--- config.mk ---
export PLATFORM = sky130hd
export DESIGN_NAME = qp2p_skid
export DESIGN_NICKNAME = d
export VERILOG_FILES = /design/src/hdl/qp2p_pkg.sv /design/src/hdl/qp2p_skid.sv
export SDC_FILE = /design/constraint.sdc
export NUM_CORES = 1
export LEC_CHECK = 0
export BUFFER_PORTS_ARGS = -buffer_cell sky130_fd_sc_hd__buf_2
export CORE_AREA = 2 2 297 299
export DETAILED_ROUTE_END_ITERATION = 6
export DIE_AREA = 0 0 299 301
export PLACE_DENSITY_LB_ADDON = 0.05
export SETUP_SLACK_MARGIN = 0.2
export SLEW_MARGIN = 10
export SYNTH_ARGS = -nofsm -noshare
export SYNTH_HDL_FRONTEND = slang
export SYNTH_SLANG_ARGS = --single-unit
--- constraint.sdc ---
create_clock -name clk -period 150 [get_ports clk]
set_input_delay 7.5 -clock clk [delete_from_list [all_inputs] [get_ports clk]]
set_output_delay 7.5 -clock clk [all_outputs]
set_load 0.01 [all_outputs]
--- src/hdl/qp2p_pkg.sv ---
// ----------------------------------------------------------------------------
// qp2p_pkg: shared types and constants for the quaternion pose projector
// Widths of the fixed-point datapath and the beat layouts used between units.
// ----------------------------------------------------------------------------
package qp2p_pkg;

  localparam int FIELD_W = 32;
  localparam int PROD_W  = 2 * FIELD_W;      // one 32x32 product
  localparam int NUM_W   = PROD_W + 2;       // numerator, signed, |num| <= 2^64
  localparam int DEN_W   = PROD_W + 1;       // squared norm, unsigned, <= 2^64
  localparam int QW      = FIELD_W;          // quotient bits
  localparam int REM_W   = DEN_W + QW;       // partial remainder
  localparam int DIV_LAT = QW + 2;           // prepare, one stage per bit, sign
  localparam int NENT    = 9;                // rotation entries
  localparam int IN_W    = 7 * FIELD_W;
  localparam int OUT_W   = 12 * FIELD_W;

  localparam logic signed [FIELD_W-1:0] ONE_Q30 = FIELD_W'(1 << 30);

  // Products of the quaternion components.
  typedef struct packed {
    logic signed [PROD_W-1:0] w2, x2, y2, z2, xy, wz, xz, wy, yz, wx;
  } prod_t;

  typedef logic [3*FIELD_W-1:0] trans_t;

endpackage

--- src/hdl/qp2p_skid.sv ---
// ----------------------------------------------------------------------------
// qp2p_skid: output register with skid stage
// Holds a finished beat for the consumer and catches one more from the
// pipeline, so the pipeline enable comes straight from a register.
// ----------------------------------------------------------------------------
module qp2p_skid import qp2p_pkg::*; (
  input  logic             clk,
  input  logic             rst_n,
  input  logic             in_valid,
  input  logic [OUT_W-1:0] in_data,
  output logic             in_ready,
  output logic             out_valid,
  output logic [OUT_W-1:0] out_data,
  input  logic             out_ready
);

  logic             out_v_r, skid_v_r;
  logic [OUT_W-1:0] out_d_r, skid_d_r;

  // Control: output slot refills from the skid first, then from the pipe.
  always_ff @(posedge clk) begin
    if (!rst_n) begin
      out_v_r  <= 1'b0;
      skid_v_r <= 1'b0;
    end else if (out_ready || !out_v_r) begin
      out_v_r  <= skid_v_r || in_valid;
      skid_v_r <= 1'b0;
    end else if (in_valid && !skid_v_r) begin
      skid_v_r <= 1'b1;
    end
  end

  // Payload.
  always_ff @(posedge clk) begin
    if (out_ready || !out_v_r) begin
      out_d_r <= skid_v_r ? skid_d_r : in_data;
    end else if (in_valid && !skid_v_r) begin
      skid_d_r <= in_data;
    end
  end

  assign in_ready  = !skid_v_r;
  assign out_valid = out_v_r;
  assign out_data  = out_d_r;

endmodule

==> reports/qor.yml <==
outcome: "complete, no violations"
syn_to_final_growth_pct: 28.2
setup_viol: 0
fin_util: 0.414
crit_chain: "buf_2, nand2b_4, buf_4, buf_4"
hold_class: "flip-flop to flip-flop"
dieArea_mm2: 0.0900
synth_top_family_by_area: "multiplexers"
slowest_delay_ns: 0.93
syn_avg_cell_area_um2: 23.2
grtUsageTotal: 0.164
cp-end-kind: "flip-flop"
crit_arrival_ns: 10.23
crit_fanout: 72
grt_pass1_vias: 15400
htree_levels: 3
cts_resized: 0
crit_slowest_cell: "buf_4"
final_cell_mix: "773 x buf_2, 768 x edfxtp_1, 384 x mux2_2"
slew_viol_final: 0
synth_cells: 1203
dp.cells: 3100
power_leakage_nw: 13.4
synth_compound_area_frac: 0.000269
synth_area_leaders: "edfxtp_1 83%, mux2_2 15%, buf_6 1.5%"
cts_tree: "built"
ys_seq_elements: 770
crit_required_ns: 150.24
dp_hpwl_um: 53000
ant_nets: 0
critPathLaunchType: "input port"
fmax_mhz: 100
ctsHoldBuffers: 0
drc: 0
synth-xor-area-share: 0
criticalPathCategory: "input port to flip-flop"
yosys.area_share.adder: 0
grt_first_pass_wirelength_um: 107000
overflow: 0
n_fill_cell: 7938
num_vias: 14700
die_width_um: 299
ir_drop_mv: 0.00943
netlist_area_mm2: 0.0279
die_y_um: 301
routedWlPerCell_um: 23.4
vias_per_cell: 4.47
fin_skew_ns: 0.0177
fin_cells: 3278
rsz0062_at_grt: "false"
clk_pin_slew_ns: 0.06
synthSimpleGateAreaFrac: 0.000896
synth_nets: 1591
critPathTopFamily: "buffers and inverters"
cts_setup_buffers: 0
maxSlewHeadroom: 0.281
post-route-period-util: 0.0666
rows: 108
ys_types: 10
cts_buffer_depth: 3
holdWs_ns: 0.538
core-area_mm2: 0.0865
clock_latency_ns: 0.63
cts_root_buf: "clkbuf_16"
tns_ns: 0
cts_buffers: 87
num_io_pins: 774
tightest_slew_ns: 1.08
synthMuxAreaShare: 0.155
first_pass_iters: 4
clkSinkCount: 770
initial_core_util: 0.323
drtIter0Drc: 815
gp_congestion: 0.764
min_period_ns: 9.99
synth_top_area_cell: "edfxtp_1"
cp_common_cell: "buf_4"
path_buf_inv: 3
grt_max_degree: 151
nNetsFinal: 2422
portBuffers: 773
drt_wl_total_um: 76600
powerDensity_mw_per_mm2: 13.8
seq_area_frac_synth: 0.828
mostFrequentLayoutCell: "buf_2"
finalHoldViolCount: 0
grt_antenna_before_repair: 52
maxCapViolCount: 0
synth_top_area_frac: 0.826
yosys_warnings: 0
drive_gt1_frac: 0.613
[per-layer routing]
layer	track usage	vias to the layer above	share of wire	routed length, um
li1	-	6565	-	-
met1	0.179	7310	0.36	27500
met2	0.282	558	0.50	38600
met3	0.0758	185	0.099	7600
met4	0.0560	48	0.033	2500
met5	0	-	0.0042	321
[cell type report]
cell class	count	area, um^2	share of cell area
repair buffers	785	4010	0.112
flip-flops and latches	770	23100	0.646
diodes	17	42.5	0.00119
multi-input cells	389	4370	0.122
inverters	1	3.75	0.000105
well taps	1155	1450	0.0404
clock buffers	107	2270	0.0635
clock inverters	54	527	0.0147
[registers in the layout, indices dropped and copies added, names as in the netlist]
| signal | flops |
|---|---|
| skid_v_r | 1 |
| out_valid | 1 |
| out_data | 384 |
| skid_d_r | 384 |
[synthesized netlist by cell type]
library cell and count:
a21boi_0 1, buf_2 5, buf_6 38, dfxtp_1 2, edfxtp_1 768, inv_1 1, mux2_2 384, nand2b_1 1
nor2_1 1, nor3b_1 2
[per-stage QoR]
| step | power (W) | cell area (um^2) | worst slack [ns] |
|---|---|---|---|
| floorplan | 0.000277 | 27900 | 66.86 |
| global placement | 0.000289 | 32900 | 139.32 |
| detailed placement | 0.000290 | 32900 | 139.29 |
| CTS | 0.000503 | 35700 | 139.98 |
| global route | 0.000514 | 35700 | 139.78 |
| finish | 0.000495 | 35800 | 140.02 |
[cells by family (layout without fill, tap and decap cells)]
family | Yosys count | count (layout)
flip-flops | 770 | 770
multiplexers | 384 | 384
buffers and inverters | 44 | 947
AND/OR/NAND/NOR | 4 | 4
AO/OA/AOI/OAI | 1 | 1
other | 0 | 17
[path summary, 6_finish.rpt]
path | startpoint | to | slack, ns | cells past startpoint
max | out_ready | out_data[246]$_DFFE_PP_ | 140.02 | 4
min | skid_d_r[201]$_DFFE_PP_ | out_data[201]$_DFFE_PP_ | 0.54 | 1
max reg2reg | skid_v_r$_SDFFE_PP0P_ | out_data[168]$_DFFE_PP_ | 146.58 | 3
min reg2reg | skid_d_r[201]$_DFFE_PP_ | out_data[201]$_DFFE_PP_ | 0.54 | 1
[where the power goes]
group	switching (W)	internal [W]
registers	0.00000290	0.000249
clock network	0.0000866	0.000124
logic	0.0000184	0.0000141
No activity file was read; power rests on OpenSTA's default activity.
